<file path="src/sv/ack_retransmit_tracker_core_macros.svh">
// assertion helpers, clocked on clk_i and disabled in reset
`ifndef ACK_RETRANSMIT_TRACKER_CORE_MACROS_SVH
`define ACK_RETRANSMIT_TRACKER_CORE_MACROS_SVH

// same-cycle implication
`define ART_ASSERT_NOW(lbl, ante, cons, msg) \
  lbl: assert property (@(posedge clk_i) disable iff (!rst_ni) (ante) |-> (cons)) \
    else $error(msg);

// next-cycle implication
`define ART_ASSERT_NXT(lbl, ante, cons, msg) \
  lbl: assert property (@(posedge clk_i) disable iff (!rst_ni) (ante) |=> (cons)) \
    else $error(msg);

`endif

</file>
<file path="src/sv/art_pkg.sv">
`timescale 1ns / 1ps
`default_nettype none

package art_pkg;

  localparam int unsigned TableDepthDefault = 16;
  localparam int unsigned MaxResults        = 16;
  localparam int unsigned ResCntW           = $clog2(MaxResults + 1);
  localparam int unsigned CfgIdxW           = 3;

  localparam logic [2:0] KIND_ENQ   = 3'd0;
  localparam logic [2:0] KIND_DRAIN = 3'd1;
  localparam logic [2:0] KIND_RESP  = 3'd2;
  localparam logic [2:0] KIND_CONF  = 3'd3;
  localparam logic [2:0] KIND_TICK  = 3'd4;

  localparam logic [CfgIdxW-1:0] CFG_TO_FIRST  = 3'd0;
  localparam logic [CfgIdxW-1:0] CFG_TO_SECOND = 3'd1;
  localparam logic [CfgIdxW-1:0] CFG_TO_LATER  = 3'd2;
  localparam logic [CfgIdxW-1:0] CFG_MAX_ATT   = 3'd3;
  localparam logic [CfgIdxW-1:0] CFG_GRACE     = 3'd4;
  localparam logic [CfgIdxW-1:0] CFG_CLEANUP   = 3'd5;

  localparam logic [31:0] RST_TO_FIRST  = 32'd15000;
  localparam logic [31:0] RST_TO_SECOND = 32'd30000;
  localparam logic [31:0] RST_TO_LATER  = 32'd60000;
  localparam logic [2:0]  RST_MAX_ATT   = 3'd3;
  localparam logic [31:0] RST_GRACE     = 32'd30000;
  localparam logic [31:0] RST_CLEANUP   = 32'd120000;

  typedef enum logic [2:0] {
    EVT_SENT      = 3'd0,
    EVT_RETRY     = 3'd1,
    EVT_CONFIRMED = 3'd2,
    EVT_FAILED    = 3'd3,
    EVT_REJECTED  = 3'd4
  } evt_code_e;

  typedef struct packed {
    logic [2:0]  kind;
    logic [15:0] msg_tag;
    logic [31:0] ack_word;
    logic [31:0] round_trip;
    logic [31:0] now_ms;
    logic        link_ok;
  } in_item_t;

  typedef struct packed {
    logic [15:0] event_tag;
    logic [2:0]  event_code;
    logic [2:0]  attempt_count;
    logic [2:0]  wire_attempt;
    logic [31:0] rtt_out;
    logic        last_event;
  } out_item_t;

  typedef struct packed {
    logic [15:0] tag;
    logic [2:0]  attempts;
    logic [31:0] sent_time;
    logic        armed;
    logic [31:0] exp_ack;
    logic        in_grace;
    logic [31:0] grace_start;
  } ent_t;

  typedef enum logic [2:0] {
    WR_NONE, WR_NEW, WR_SENT, WR_ARM, WR_RETRY, WR_GRACE, WR_SHIFT
  } wr_op_e;

  typedef enum logic [1:0] {ATT_ZERO, ATT_ONE, ATT_ENT, ATT_INC} att_sel_e;

  typedef enum logic [2:0] {IDX_HOLD, IDX_ZERO, IDX_TOP, IDX_INC, IDX_DEC} idx_op_e;

  typedef enum logic [1:0] {CNT_HOLD, CNT_INC, CNT_DEC} cnt_op_e;

  typedef enum logic [3:0] {
    ST_IDLE, ST_DECODE, ST_READ, ST_LOAD, ST_EVAL, ST_FAIL2, ST_SH_RD, ST_SH_WR,
    ST_FINISH
  } state_e;

  typedef struct packed {
    logic      accept;
    logic      rd_en;
    logic      rd_shift;
    wr_op_e    wr_op;
    logic      load;
    logic      emit;
    evt_code_e emit_code;
    att_sel_e  att_sel;
    logic      flush;
    idx_op_e   idx_op;
    logic      sh_init;
    logic      sh_inc;
    cnt_op_e   cnt_op;
  } ctrl_cmd_t;

  typedef struct packed {
    logic [2:0] kind;
    logic       link;
    logic       cnt_zero;
    logic       full;
    logic       idx_last;
    logic       idx_zero;
    logic       sh_more;
    logic       att_zero;
    logic       armed;
    logic       in_grace;
    logic       ack_match;
    logic       grace_exp;
    logic       timed_out;
    logic       clean_exp;
    logic       below_max;
    logic       can_emit;
    logic       flush_ok;
  } dp_stat_t;

endpackage

`default_nettype wire

</file>
<file path="src/sv/art_ram.sv">
`timescale 1ns / 1ps
`default_nettype none

module art_ram #(
  parameter int unsigned Width = 8,
  parameter int unsigned Depth = 16
) (
  input  wire logic                     clk_i,
  input  wire logic                     we_i,
  input  wire logic [$clog2(Depth)-1:0] waddr_i,
  input  wire logic [Width-1:0]         wdata_i,
  input  wire logic                     re_i,
  input  wire logic [$clog2(Depth)-1:0] raddr_i,
  output logic      [Width-1:0]         rdata_o
);

  logic [Width-1:0] mem_q [Depth];

  always_ff @(posedge clk_i) begin
    if (we_i) begin
      mem_q[waddr_i] <= wdata_i;
    end
    if (re_i) begin
      rdata_o <= mem_q[raddr_i];
    end
  end

endmodule

`default_nettype wire

</file>
<file path="src/sv/art_ctrl.sv">
`timescale 1ns / 1ps
`default_nettype none

module art_ctrl
  import art_pkg::*;
(
  input  wire logic      clk_i,
  input  wire logic      rst_ni,
  input  wire logic      in_valid_i,
  output logic           in_stall_o,
  input  wire dp_stat_t  stat_i,
  output ctrl_cmd_t      cmd_o
);

  state_e state_q, state_d;

  always_ff @(posedge clk_i or negedge rst_ni) begin
    if (!rst_ni) begin
      state_q <= ST_IDLE;
    end else begin
      state_q <= state_d;
    end
  end

  assign in_stall_o = (state_q != ST_IDLE);

  // next state
  always_comb begin
    state_d = state_q;
    unique case (state_q)
      ST_IDLE: begin
        if (in_valid_i) state_d = ST_DECODE;
      end
      ST_DECODE: begin
        priority if (stat_i.kind == KIND_DRAIN) begin
          state_d = (stat_i.link && !stat_i.cnt_zero) ? ST_READ : ST_FINISH;
        end else if (stat_i.kind == KIND_RESP || stat_i.kind == KIND_CONF ||
                     stat_i.kind == KIND_TICK) begin
          state_d = stat_i.cnt_zero ? ST_FINISH : ST_READ;
        end else begin
          state_d = ST_FINISH;
        end
      end
      ST_READ: state_d = ST_LOAD;
      ST_LOAD: state_d = ST_EVAL;
      ST_EVAL: begin
        if (stat_i.can_emit) begin
          priority if (stat_i.kind == KIND_DRAIN) begin
            state_d = stat_i.idx_last ? ST_FINISH : ST_READ;
          end else if (stat_i.kind == KIND_RESP) begin
            state_d = (!stat_i.armed || stat_i.idx_zero) ? ST_FINISH : ST_READ;
          end else if (stat_i.kind == KIND_CONF) begin
            if (stat_i.armed && stat_i.ack_match) state_d = ST_SH_RD;
            else state_d = stat_i.idx_zero ? ST_FINISH : ST_READ;
          end else begin
            priority if (!stat_i.att_zero && stat_i.in_grace && stat_i.grace_exp) begin
              state_d = ST_SH_RD;
            end else if (!stat_i.att_zero && !stat_i.in_grace && !stat_i.armed &&
                         stat_i.timed_out && stat_i.below_max && !stat_i.link) begin
              state_d = ST_FAIL2;
            end else if (!stat_i.att_zero && !stat_i.in_grace && stat_i.armed &&
                         stat_i.clean_exp) begin
              state_d = ST_SH_RD;
            end else begin
              state_d = stat_i.idx_zero ? ST_FINISH : ST_READ;
            end
          end
        end
      end
      ST_FAIL2: begin
        if (stat_i.can_emit) state_d = ST_SH_RD;
      end
      ST_SH_RD: begin
        if (stat_i.sh_more) state_d = ST_SH_WR;
        else if (stat_i.kind == KIND_TICK && !stat_i.idx_zero) state_d = ST_READ;
        else state_d = ST_FINISH;
      end
      ST_SH_WR: state_d = ST_SH_RD;
      ST_FINISH: begin
        if (stat_i.flush_ok) state_d = ST_IDLE;
      end
      default: state_d = ST_IDLE;
    endcase
  end

  // commands
  always_comb begin
    cmd_o           = '0;
    cmd_o.wr_op     = WR_NONE;
    cmd_o.emit_code = EVT_SENT;
    cmd_o.att_sel   = ATT_ZERO;
    cmd_o.idx_op    = IDX_HOLD;
    cmd_o.cnt_op    = CNT_HOLD;
    unique case (state_q)
      ST_IDLE: cmd_o.accept = in_valid_i;
      ST_DECODE: begin
        priority if (stat_i.kind == KIND_ENQ) begin
          if (stat_i.full) begin
            cmd_o.emit      = 1'b1;
            cmd_o.emit_code = EVT_REJECTED;
          end else begin
            cmd_o.wr_op  = WR_NEW;
            cmd_o.cnt_op = CNT_INC;
          end
        end else if (stat_i.kind == KIND_DRAIN) begin
          cmd_o.idx_op = IDX_ZERO;
        end else begin
          cmd_o.idx_op = IDX_TOP;
        end
      end
      ST_READ: cmd_o.rd_en = 1'b1;
      ST_LOAD: cmd_o.load = 1'b1;
      ST_EVAL: begin
        if (stat_i.can_emit) begin
          priority if (stat_i.kind == KIND_DRAIN) begin
            if (stat_i.att_zero) begin
              cmd_o.wr_op     = WR_SENT;
              cmd_o.emit      = 1'b1;
              cmd_o.emit_code = EVT_SENT;
              cmd_o.att_sel   = ATT_ONE;
            end
            if (!stat_i.idx_last) cmd_o.idx_op = IDX_INC;
          end else if (stat_i.kind == KIND_RESP) begin
            if (!stat_i.armed) cmd_o.wr_op = WR_ARM;
            else if (!stat_i.idx_zero) cmd_o.idx_op = IDX_DEC;
          end else if (stat_i.kind == KIND_CONF) begin
            if (stat_i.armed && stat_i.ack_match) begin
              cmd_o.emit      = 1'b1;
              cmd_o.emit_code = EVT_CONFIRMED;
              cmd_o.att_sel   = ATT_ENT;
              cmd_o.sh_init   = 1'b1;
            end else if (!stat_i.idx_zero) begin
              cmd_o.idx_op = IDX_DEC;
            end
          end else begin
            priority if (stat_i.att_zero) begin
              if (!stat_i.idx_zero) cmd_o.idx_op = IDX_DEC;
            end else if (stat_i.in_grace) begin
              if (stat_i.grace_exp) begin
                cmd_o.emit      = 1'b1;
                cmd_o.emit_code = EVT_FAILED;
                cmd_o.att_sel   = ATT_ENT;
                cmd_o.sh_init   = 1'b1;
              end else if (!stat_i.idx_zero) begin
                cmd_o.idx_op = IDX_DEC;
              end
            end else if (!stat_i.armed && stat_i.timed_out) begin
              if (stat_i.below_max) begin
                cmd_o.wr_op     = WR_RETRY;
                cmd_o.emit      = 1'b1;
                cmd_o.emit_code = EVT_RETRY;
                cmd_o.att_sel   = ATT_INC;
                if (stat_i.link && !stat_i.idx_zero) cmd_o.idx_op = IDX_DEC;
              end else begin
                cmd_o.wr_op = WR_GRACE;
                if (!stat_i.idx_zero) cmd_o.idx_op = IDX_DEC;
              end
            end else if (stat_i.armed && stat_i.clean_exp) begin
              cmd_o.sh_init = 1'b1;
            end else if (!stat_i.idx_zero) begin
              cmd_o.idx_op = IDX_DEC;
            end
          end
        end
      end
      ST_FAIL2: begin
        if (stat_i.can_emit) begin
          cmd_o.emit      = 1'b1;
          cmd_o.emit_code = EVT_FAILED;
          cmd_o.att_sel   = ATT_ENT;
          cmd_o.sh_init   = 1'b1;
        end
      end
      ST_SH_RD: begin
        if (stat_i.sh_more) begin
          cmd_o.rd_en    = 1'b1;
          cmd_o.rd_shift = 1'b1;
        end else begin
          cmd_o.cnt_op = CNT_DEC;
          if (stat_i.kind == KIND_TICK && !stat_i.idx_zero) cmd_o.idx_op = IDX_DEC;
        end
      end
      ST_SH_WR: begin
        cmd_o.wr_op  = WR_SHIFT;
        cmd_o.sh_inc = 1'b1;
      end
      ST_FINISH: cmd_o.flush = stat_i.flush_ok;
      default: cmd_o.accept = 1'b0;
    endcase
  end

endmodule

`default_nettype wire

</file>
<file path="src/sv/art_datapath.sv">
`timescale 1ns / 1ps
`default_nettype none
`include "ack_retransmit_tracker_core_macros.svh"

module art_datapath
  import art_pkg::*;
#(
  parameter int unsigned DEPTH = TableDepthDefault
) (
  input  wire logic               clk_i,
  input  wire logic               rst_ni,
  input  wire in_item_t           in_item_i,
  input  wire logic               cfg_valid_i,
  input  wire logic [CfgIdxW-1:0] cfg_index_i,
  input  wire logic [31:0]        cfg_data_i,
  input  wire ctrl_cmd_t          cmd_i,
  output dp_stat_t                stat_o,
  output logic                    out_valid_o,
  input  wire logic               out_stall_i,
  output out_item_t               out_item_o
);

  localparam int unsigned IdxW = $clog2(DEPTH);
  localparam int unsigned CntW = $clog2(DEPTH + 1);

  logic [31:0] to_first_q, to_second_q, to_later_q, grace_q, cleanup_q;
  logic [2:0]  max_att_q;

  in_item_t  item_q;
  ent_t      ent_q, rdata, wdata;
  logic [IdxW-1:0] idx_q, waddr, raddr;
  logic [CntW-1:0] cnt_q, sh_q, sh_nx, idx_nx;
  logic [ResCntW-1:0] res_q;
  logic grace_exp_q, timed_out_q, clean_exp_q, ack_match_q, below_max_q;
  logic [31:0] elapsed, limit;
  out_item_t ev, pend_q, out_q, pend_last;
  logic pend_v_q, out_v_q, out_free, emit_ok, we;
  logic [2:0] ev_att;

  // configuration registers
  always_ff @(posedge clk_i or negedge rst_ni) begin
    if (!rst_ni) begin
      to_first_q  <= RST_TO_FIRST;
      to_second_q <= RST_TO_SECOND;
      to_later_q  <= RST_TO_LATER;
      max_att_q   <= RST_MAX_ATT;
      grace_q     <= RST_GRACE;
      cleanup_q   <= RST_CLEANUP;
    end else if (cfg_valid_i) begin
      unique case (cfg_index_i)
        CFG_TO_FIRST:  to_first_q  <= cfg_data_i;
        CFG_TO_SECOND: to_second_q <= cfg_data_i;
        CFG_TO_LATER:  to_later_q  <= cfg_data_i;
        CFG_MAX_ATT:   max_att_q   <= cfg_data_i[2:0];
        CFG_GRACE:     grace_q     <= cfg_data_i;
        CFG_CLEANUP:   cleanup_q   <= cfg_data_i;
        default:       max_att_q   <= max_att_q;
      endcase
    end
  end

  assign sh_nx  = sh_q + 1'b1;
  assign idx_nx = {{(CntW - IdxW){1'b0}}, idx_q} + 1'b1;
  assign raddr  = cmd_i.rd_shift ? sh_nx[IdxW-1:0] : idx_q;

  always_comb begin
    wdata = ent_q;
    waddr = idx_q;
    we    = 1'b1;
    unique case (cmd_i.wr_op)
      WR_NEW: begin
        wdata     = '0;
        wdata.tag = item_q.msg_tag;
        waddr     = cnt_q[IdxW-1:0];
      end
      WR_SENT: begin
        wdata.attempts  = 3'd1;
        wdata.sent_time = item_q.now_ms;
        wdata.armed     = 1'b0;
      end
      WR_ARM: begin
        wdata.armed   = 1'b1;
        wdata.exp_ack = item_q.ack_word;
      end
      WR_RETRY: begin
        wdata.attempts  = ent_q.attempts + 3'd1;
        wdata.sent_time = item_q.now_ms;
        wdata.armed     = 1'b0;
      end
      WR_GRACE: begin
        wdata.in_grace    = 1'b1;
        wdata.grace_start = item_q.now_ms;
      end
      WR_SHIFT: begin
        wdata = rdata;
        waddr = sh_q[IdxW-1:0];
      end
      default: we = 1'b0;
    endcase
  end

  art_ram #(
    .Width($bits(ent_t)),
    .Depth(DEPTH)
  ) u_ram (
    .clk_i  (clk_i),
    .we_i   (we),
    .waddr_i(waddr),
    .wdata_i(wdata),
    .re_i   (cmd_i.rd_en),
    .raddr_i(raddr),
    .rdata_o(rdata)
  );

  // entry checks taken from the read data
  assign elapsed = item_q.now_ms - rdata.sent_time;
  always_comb begin
    priority if (rdata.attempts <= 3'd1) limit = to_first_q;
    else if (rdata.attempts == 3'd2) limit = to_second_q;
    else limit = to_later_q;
  end

  always_ff @(posedge clk_i) begin
    if (cmd_i.accept) item_q <= in_item_i;
    if (cmd_i.load) begin
      ent_q       <= rdata;
      timed_out_q <= elapsed > limit;
      clean_exp_q <= elapsed > cleanup_q;
      grace_exp_q <= (item_q.now_ms - rdata.grace_start) > grace_q;
      ack_match_q <= rdata.exp_ack == item_q.ack_word;
      below_max_q <= rdata.attempts < max_att_q;
    end else if (cmd_i.wr_op == WR_RETRY) begin
      ent_q.attempts <= ent_q.attempts + 3'd1;
    end
  end

  always_ff @(posedge clk_i or negedge rst_ni) begin
    if (!rst_ni) begin
      cnt_q <= '0;
      idx_q <= '0;
      sh_q  <= '0;
    end else begin
      unique case (cmd_i.cnt_op)
        CNT_INC: cnt_q <= cnt_q + 1'b1;
        CNT_DEC: cnt_q <= cnt_q - 1'b1;
        default: cnt_q <= cnt_q;
      endcase
      unique case (cmd_i.idx_op)
        IDX_ZERO: idx_q <= '0;
        IDX_TOP:  idx_q <= IdxW'(cnt_q - 1'b1);
        IDX_INC:  idx_q <= idx_q + 1'b1;
        IDX_DEC:  idx_q <= idx_q - 1'b1;
        default:  idx_q <= idx_q;
      endcase
      if (cmd_i.sh_init) sh_q <= {{(CntW - IdxW){1'b0}}, idx_q};
      else if (cmd_i.sh_inc) sh_q <= sh_nx;
    end
  end

  // event build
  always_comb begin
    unique case (cmd_i.att_sel)
      ATT_ZERO: ev_att = 3'd0;
      ATT_ONE:  ev_att = 3'd1;
      ATT_ENT:  ev_att = ent_q.attempts;
      default:  ev_att = ent_q.attempts + 3'd1;
    endcase
    ev.event_tag     = (cmd_i.emit_code == EVT_REJECTED) ? item_q.msg_tag : ent_q.tag;
    ev.event_code    = cmd_i.emit_code;
    ev.attempt_count = ev_att;
    ev.wire_attempt  = (ev_att > 3'd1) ? ev_att - 3'd1 : 3'd0;
    ev.rtt_out       = (cmd_i.emit_code == EVT_CONFIRMED) ? item_q.round_trip : 32'd0;
    ev.last_event    = 1'b0;
  end

  always_comb begin
    pend_last            = pend_q;
    pend_last.last_event = 1'b1;
  end

  assign out_free = !out_v_q || !out_stall_i;
  assign emit_ok  = cmd_i.emit && (res_q < ResCntW'(MaxResults));

  // held result goes out when the next one arrives or the item ends
  always_ff @(posedge clk_i or negedge rst_ni) begin
    if (!rst_ni) begin
      pend_v_q <= 1'b0;
      out_v_q  <= 1'b0;
      res_q    <= '0;
    end else begin
      if (cmd_i.accept) res_q <= '0;
      else if (emit_ok) res_q <= res_q + 1'b1;
      if (emit_ok) begin
        pend_v_q <= 1'b1;
        if (pend_v_q) out_v_q <= 1'b1;
        else if (out_v_q && !out_stall_i) out_v_q <= 1'b0;
      end else if (cmd_i.flush && pend_v_q) begin
        pend_v_q <= 1'b0;
        out_v_q  <= 1'b1;
      end else if (out_v_q && !out_stall_i) begin
        out_v_q <= 1'b0;
      end
    end
  end

  always_ff @(posedge clk_i) begin
    if (emit_ok) begin
      pend_q <= ev;
      if (pend_v_q) out_q <= pend_q;
    end else if (cmd_i.flush && pend_v_q) begin
      out_q <= pend_last;
    end
  end

  assign out_valid_o = out_v_q;
  assign out_item_o  = out_q;

  always_comb begin
    stat_o.kind      = item_q.kind;
    stat_o.link      = item_q.link_ok;
    stat_o.cnt_zero  = (cnt_q == '0);
    stat_o.full      = (cnt_q == CntW'(DEPTH));
    stat_o.idx_last  = (idx_nx == cnt_q);
    stat_o.idx_zero  = (idx_q == '0);
    stat_o.sh_more   = (sh_nx < cnt_q);
    stat_o.att_zero  = (ent_q.attempts == 3'd0);
    stat_o.armed     = ent_q.armed;
    stat_o.in_grace  = ent_q.in_grace;
    stat_o.ack_match = ack_match_q;
    stat_o.grace_exp = grace_exp_q;
    stat_o.timed_out = timed_out_q;
    stat_o.clean_exp = clean_exp_q;
    stat_o.below_max = below_max_q;
    stat_o.can_emit  = !pend_v_q || out_free;
    stat_o.flush_ok  = !pend_v_q || out_free;
  end

  `ART_ASSERT_NOW(a_cnt_bound, 1'b1, cnt_q <= CntW'(DEPTH), "entry count above table depth")
  `ART_ASSERT_NOW(a_emit_room, emit_ok, !pend_v_q || out_free, "result lost on full output")
  `ART_ASSERT_NOW(a_dec_nonzero, cmd_i.cnt_op == CNT_DEC, cnt_q != '0, "removal from empty table")
  `ART_ASSERT_NXT(a_flush_out, cmd_i.flush && pend_v_q, out_v_q && out_q.last_event, "final result missing")

endmodule

`default_nettype wire

</file>
<file path="src/sv/ack_retransmit_tracker_core.sv">
// Retransmit tracker: an ordered table of pending messages (oldest first, gaps
// closed on removal) kept in a RAM with one read port, one write port and
// registered read. Each input item is accepted only when the block is idle.
// Enqueue, and any item on an empty table, goes without a walk. Drain,
// response-sent, confirm and tick walk the table one entry at a time, reading,
// loading and evaluating each entry visited; removing an entry reads and
// rewrites each younger entry one place down. These steps follow from the RAM
// registered read and its single write port. A walk stalls while the output
// register is still held by the far side. At most 16 results are reported per
// item, the last one marked with last_event. Reset clears the entry count, not
// the table RAM; no clearing pass runs. Configuration writes are always taken.
`timescale 1ns / 1ps
`default_nettype none

module ack_retransmit_tracker_core
  import art_pkg::*;
#(
  parameter int unsigned TABLE_DEPTH = TableDepthDefault
) (
  input  wire logic               clk_i,
  input  wire logic               rst_ni,
  input  wire logic               in_valid_i,
  output logic                    in_stall_o,
  input  wire in_item_t           in_item_i,
  output logic                    out_valid_o,
  input  wire logic               out_stall_i,
  output out_item_t               out_item_o,
  input  wire logic               cfg_valid_i,
  output logic                    cfg_ready_o,
  input  wire logic [CfgIdxW-1:0] cfg_index_i,
  input  wire logic [31:0]        cfg_data_i
);

  ctrl_cmd_t cmd;
  dp_stat_t  stat;

  assign cfg_ready_o = 1'b1;

  art_ctrl u_ctrl (
    .clk_i     (clk_i),
    .rst_ni    (rst_ni),
    .in_valid_i(in_valid_i),
    .in_stall_o(in_stall_o),
    .stat_i    (stat),
    .cmd_o     (cmd)
  );

  art_datapath #(
    .DEPTH(TABLE_DEPTH)
  ) u_dp (
    .clk_i      (clk_i),
    .rst_ni     (rst_ni),
    .in_item_i  (in_item_i),
    .cfg_valid_i(cfg_valid_i),
    .cfg_index_i(cfg_index_i),
    .cfg_data_i (cfg_data_i),
    .cmd_i      (cmd),
    .stat_o     (stat),
    .out_valid_o(out_valid_o),
    .out_stall_i(out_stall_i),
    .out_item_o (out_item_o)
  );

endmodule

`default_nettype wire

</file>
<file path="config.mk">
export PLATFORM = sky130hd
export DESIGN_NAME = ack_retransmit_tracker_core
export DESIGN_NICKNAME = d
export VERILOG_FILES = /design/src/sv/art_pkg.sv /design/src/sv/art_ram.sv /design/src/sv/art_ctrl.sv /design/src/sv/art_datapath.sv /design/src/sv/ack_retransmit_tracker_core.sv
export VERILOG_INCLUDE_DIRS = /design/src /design/src/sv
export SDC_FILE = /design/constraint.sdc
export NUM_CORES = 2
export LEC_CHECK = 0
export BUFFER_PORTS_ARGS = -buffer_cell sky130_fd_sc_hd__buf_2
export CAP_MARGIN = 20
export CORE_ASPECT_RATIO = 1.4
export CORE_MARGIN = 2
export CORE_UTILIZATION = 31
export CTS_CLUSTER_SIZE = 16
export DETAILED_ROUTE_END_ITERATION = 16
export PLACE_DENSITY_LB_ADDON = 0.1
export RECOVER_POWER = 100
export SLEW_MARGIN = 40
export SYNTH_ARGS = -nofsm -noshare
export SYNTH_HDL_FRONTEND = slang
export SYNTH_HIERARCHICAL = 1
export SYNTH_SLANG_ARGS = --single-unit
export TNS_END_PERCENT = 50
</file>
<file path="constraint.sdc">
create_clock -name clk_i -period 15.8 [get_ports clk_i]
set_clock_uncertainty 0.05 [all_clocks]
set_input_delay 3.16 -clock clk_i [delete_from_list [all_inputs] [get_ports clk_i]]
set_output_delay 3.16 -clock clk_i [all_outputs]
set_load 0.01 [all_outputs]
</file>
Word-level counts from Yosys, hierarchy flattened:

Memory sizes are Yosys's and may differ from the RTL's. A register that Yosys moved wholly into a read port is not among the register bits.
Index checks and enable logic that the tools add are counted.

* add/subtract/negate cells: 11
* $lt $le $gt $ge: 8
* equality and inequality tests: 42
* multiplexer cells: 121
* reductions and logical operators: 56

Operators by type and width (number)
* 2-to-1 mux 58 bit: 3
* case mux 35 bit (4 select lines): 1
* 2-to-1 mux 4 bit: 26
* case mux 33 bit (3 select lines): 1
* > comparator 32 bit: 3
* case mux 32 bit (3 select lines): 1
* 2-to-1 mux 6 bit: 12
* 2-to-1 mux 3 bit: 23
* 2-to-1 mux 32 bit: 2
* subtractor 32 bit: 2
* case mux 4 bit (9 select lines): 1
* == test 32 bit: 1
* case mux 16 bit (2 select lines): 1
* == test 3 x 2 -> 1 bit (second input constant): 10
* case mux 3 bit (3 select lines): 3
* 2-to-1 mux 1 bit: 25
* == test 3 bit (second input constant): 8
* 2-to-1 mux 5 bit: 4
* logical AND 1 bit: 18
* == test 4 x 3 -> 1 bit (second input constant): 4
* 2-to-1 mux 16 bit: 1
* 2-to-1 mux 2 bit: 8
* case mux 4 bit (4 select lines): 1
* adder 5 x 1 -> 5 bit (second input constant): 3
* other kinds (39): 76

* bits in registers: 541
* RAM bits: 1872
* input bits: 156
* output and inout port bits: 61
* word-level logic and storage cells: 281
* memories kept: 1

Memory list
* u_dp.u_ram.mem_q: words 16, width 117, read ports 1, clocked after Yosys merged registers in 1, wr ports 1, line art_ram.sv:17 `logic [Width-1:0] mem_q [Depth];`

Longest topological paths before layout:

* word-level depth: 15
* gate-level depth with buffers: 19
* depth with buffers taken out: 19

Modules after synthesis:

The synthesis kept the hierarchy.

By module, submodules not included
* art_ram: times used 1, cells each 2990, area each 73375.4 µm², sequential area each 59727.3 µm²
* art_datapath: times used 1, cells each 2539, area each 28905.2 µm², sequential area each 15250.9 µm²
* art_ctrl: times used 1, cells each 144, area each 937.1 µm², sequential area each 100.1 µm²
* ack_retransmit_tracker_core: times used 1, cells each 2, area each 11.3 µm², sequential area each 0.0 µm²

Worst setup path after synthesis:

Ideal clock, no wire load.

* path kind: input-to-reg
* start: in out_stall_i
* end: mem u_dp/u_ram/mem_q[0][0] (netlist bit) (enable)
* setup time: 736 ps
* arrival: 13366 ps
* data required time: 15014 ps
* slack: 1648 ps
* stages: 16
* path buffers: 4
* cells stage by stage: nand3_1 buf_4 nand2_1 a21oi_2 nand2_1 nand2_1 clkbuf_1 nor2b_1 clkbuf_1 and2_1 nor2_1 clkbuf_1 nand2_1 nand2_1 or3b_2 nor3_1

RTL lines
* start: declaration: line ack_retransmit_tracker_core.sv:26 `input wire logic out_stall_i,`
* end: declaration: line art_ram.sv:17

==> results.md <==
- CTS Buf Count: between 200 and 300
- Final nets: 6343
- Switch Pwr: roughly 6 mW
- Vias/cell: between 5 and 6
- Placed wire-length estimate: roughly 180 mm
- Die footprint: between 300000 and 400000 um2
- Max-Cap Viols: 27
- Routed WL: around 300 mm
- Top Metal Used: met5
- Lkg Pwr: roughly 40 nW
- I/O Pins: about 220
- Clock root buffer: clkbuf_16
- Met1 wire length: roughly 130 mm
- # DRC: 0
- Status: finished with violations
- Worst Setup Start Kind: input port
- Non-filler cells, final: approximately 11k
- Aggregate negative setup slack: 0 ns
- Longest Clk Path Bufs: 4
- Synth cell types: approximately 90
- H-tree depth: 5
- Combinational power share: 0.260
- Syn_area_per_cell: 18.2 um2
- Cells after Synth: 5675
- Max_slew headroom: -3.90
- CTS tree: built
- Internal power: ~14 mW
- Clk_lat worst skew: roughly 0.88 ns
- Worst-Margin Slew: 7.35 ns
- CP Max Fanout: 35
- Syn Std Cell Area: ~100000 um2
- Placer Congestion: ~0.8
- Hold path depth: 0
- Core area: ~330000 um2
- Vias in the first global route: 57.4k
- WL met3: 13.2 mm
- Initial core utilization: 0.312
- Share of cells above drive strength 1: 0.210
- Final period util: 0.747
- Worst EP arrival: between 10 and 15 ns
- Crit Path Category: in2reg
- Final setup viols: 0
- Number of flops mapped to enable cells by yosys: between 2k and 2.5k
- Clk slew on worst S/H paths: roughly 0.060 ns
- Dpl ws: about 6.0 ns
- Post-synth ARST share: 0.0743
- Pre-antenna DRT Iters: 8
- Reg2Reg Depth: 11
- Seq cells post-synth: 2530
- DIE HEIGHT: 687 um
- Failing checks: max-capacitance violations, max-slew violations
- Postcts setup bufs: 0
- Reg power frac: 0.422
- Slew Limit Fails: around 1.1k
- Met2 WL: between 150 and 200 mm
- Synth Flop Type: edfxtp_1
- Port Buf Inserts: 215
- Sw Ratio: 0.311
- CTS sink cnt: around 2.5k
- Initial antenna violation count: 15
- Die W: approximately 500 um
- PnR worst setup slack: approximately 4.0 ns
- Peak supply drop: roughly 0.19 mV
- Core Rows: between 200 and 300
- Antenna viol nets, final: 0
- CP required: between 15 and 20 ns
- Clock group share of total power: 0.318
- Minimum clock period: between 10 and 15 ns
- DR vias: 54.7k
- Routed WL per cell: between 20 and 30 um
- Gr usage total: 0.178
- Area delta synth->final: 14.8%
- First-pass GRT wire length: about 430 mm
- Warning count from the yosys run: 6
- DP Cell Count: roughly 10k
- Post-synthesis sequential area ratio: 0.727
- CP Capture Type: flop
- Final Core Density: 0.358
- Resized cells post-CTS: 0
- Synthesized Nets: between 6k and 7k
- Iteration-0 DRC Markers: about 4.5k
- RSZ-0062 raised after global routing: no
- # hold bufs at CTS: 0
- Largest net degree at the start of global routing: around 110
- Final Hold Fails: 0
- Fillers: a little over 30k
- Power per cell area: 167 nW/um2
- GRT overflow: 0
- FMAX: 84.7 MHz
- Hold Crit Class: reg2reg
layout by cell type, fill, tap and decap left out, types with 20 or more instances in the layout:
cell and instances:
edfxtp_1 2342, mux4_2 468, nand2_1 343, clkbuf_16 285
a22oi_1 258, a21oi_1 203, clkbuf_1 200, ha_1 178
inv_1 164, nor2_1 156, dfrtp_1 151, mux2_2 142
buf_2 130, a22o_1 98, o21ai_0 89, a21o_1 62
xnor2_1 59, xor2_1 59, buf_4 57, clkinv_1 51
a31oi_1 45, a211oi_1 44, nand4_1 41, clkinv_2 39
a221oi_1 38, mux2i_1 37, dfstp_2 37, nand3_1 35
and2_0 23, nor3_1 23, nor2b_1 20, buf_12 20
flip-flops by register name, summed over array words and instances (netlist names), 3 cells and up:
name and count:
u_dp/grace_q 32, u_dp/to_first_q 32, u_dp/cleanup_q 32, u_dp/to_later_q 32, u_dp/max_att_q 3, u_dp/sh_q 5
u_dp/out_item_o 58, u_dp/cnt_q 5, u_dp/idx_q 4, u_dp/res_q 5, u_dp/stat_o 6, u_ctrl/state_q 4
u_dp/pend_last 57, u_dp/u_ram/rdata_o 117, u_dp/u_ram/mem_q 1872, u_dp/item_q 112, u_dp/to_second_q 32, u_dp/ent_q 115
layout make-up:
cell class                 count  area (um2)  area share
antenna                        8        20.0    0.000169
clock buffer                 350        7400      0.0624
clock inverter               134        1180     0.00995
inverter                     165         621     0.00524
multi-input combinational   2662       26200       0.221
sequential                  2530       75100       0.634
tap                         4410        5520      0.0466
timing repair buffer         369        2430      0.0205
critical path: stages:
cell        delay, ns
clkbuf_1         0.10
nand3_1          0.23
nand2_1          0.24
a21oi_1          0.40
o21ai_0          0.16
nand2b_1         1.12
clkinvlp_2       1.84
nor2_4           1.02
a22oi_1          0.18
nand2_1          0.27
nand2_1          0.27
nor2_4           0.17
buf_6            0.46
clkbuf_1         2.29
metal layers:
| layer | GRT usage | up-vias |
|---|---|---|
| met5 | 0 | - |
| met4 | 0.0421 | 4 |
| met3 | 0.0231 | 386 |
| met2 | 0.302 | 1273 |
| met1 | 0.241 | 29499 |
| li1 | - | 23514 |
Yosys cell counts, types with 23 or more instances:
library cell	instances	area [um2]
edfxtp_1	2342	70300
mux4_2	468	10500
nand2_1	345	1290
a22oi_1	258	1940
a21oi_1	202	1010
ha_1	178	2230
clkbuf_1	176	661
nor2_1	170	638
inv_1	164	616
dfrtp_1	151	3780
mux2_2	147	1660
a22o_1	98	858
o21ai_0	91	455
a21o_1	62	465
xnor2_1	59	517
xor2_1	59	517
buf_4	54	405
buf_1	50	188
a31oi_1	45	282
a211oi_1	44	330
nand4_1	41	257
a221oi_1	38	333
and2_1	38	238
mux2i_1	38	380
dfstp_2	37	972
nand3_1	35	175
buf_2	33	165
nor2b_1	23	144
nor3_1	23	115
metrics by stage:
step / hold WS (ns) / area, um2 / total power [mW]
after floorplan: 0.350 / 103000 / 11.8
after global placement: 0.351 / 110000 / 13.7
after detailed placement: 0.355 / 110000 / 13.8
after CTS: 0.351 / 119000 / 20.1
after global routing: 0.372 / 118000 / 20.8
final: 0.355 / 118000 / 19.8
path summary, 6_finish.rpt:
check | from | endpoint | slack, ns
hold reg to reg | u_dp/pend_last[47]$_DFFE_PP_ | u_dp/out_item_o[47]$_DFFE_PP_ | 0.36
setup / recovery | out_stall_i | u_dp/u_ram/mem_q[15][19]$_DFFE_PP_ | 4.00
setup reg to reg | u_dp/sh_q[0]$_DFFE_PN0P_ | u_dp/u_ram/rdata_o[14]$_DFFE_PP_ | 4.36
min in group asynchronous | rst_ni | u_dp/pend_v_q$_DFFE_PN0P_ | 4.04
hold / removal | u_dp/pend_last[47]$_DFFE_PP_ | u_dp/out_item_o[47]$_DFFE_PP_ | 0.36
max in group asynchronous | rst_ni | u_dp/to_later_q[16]$_DFFE_PN0P_ | 6.62
power by group through the flow:
| stage | sequential (mW) | clock (mW) | combinational (mW) |
|---|---|---|---|
| after floorplan | 8.32 | 0 | 3.52 |
| final | 8.35 | 6.29 | 5.15 |
| after detailed placement | 8.47 | 0 | 5.29 |
| after global placement | 8.48 | 0 | 5.22 |
| after global routing | 8.39 | 6.73 | 5.65 |
| after CTS | 8.33 | 6.50 | 5.31 |
kinds of logic after synthesis:
group	count (synthesis)	synth area share
xor+xnor	118	0.0100
other cells	1	0.0000363
compound gates	944	0.0639
flops	2530	0.727
buf+inv	483	0.0202
fa+ha+maj	181	0.0222
simple gates	762	0.0342
mux	656	0.122
No activity file was read; power rests on OpenSTA's default activity.
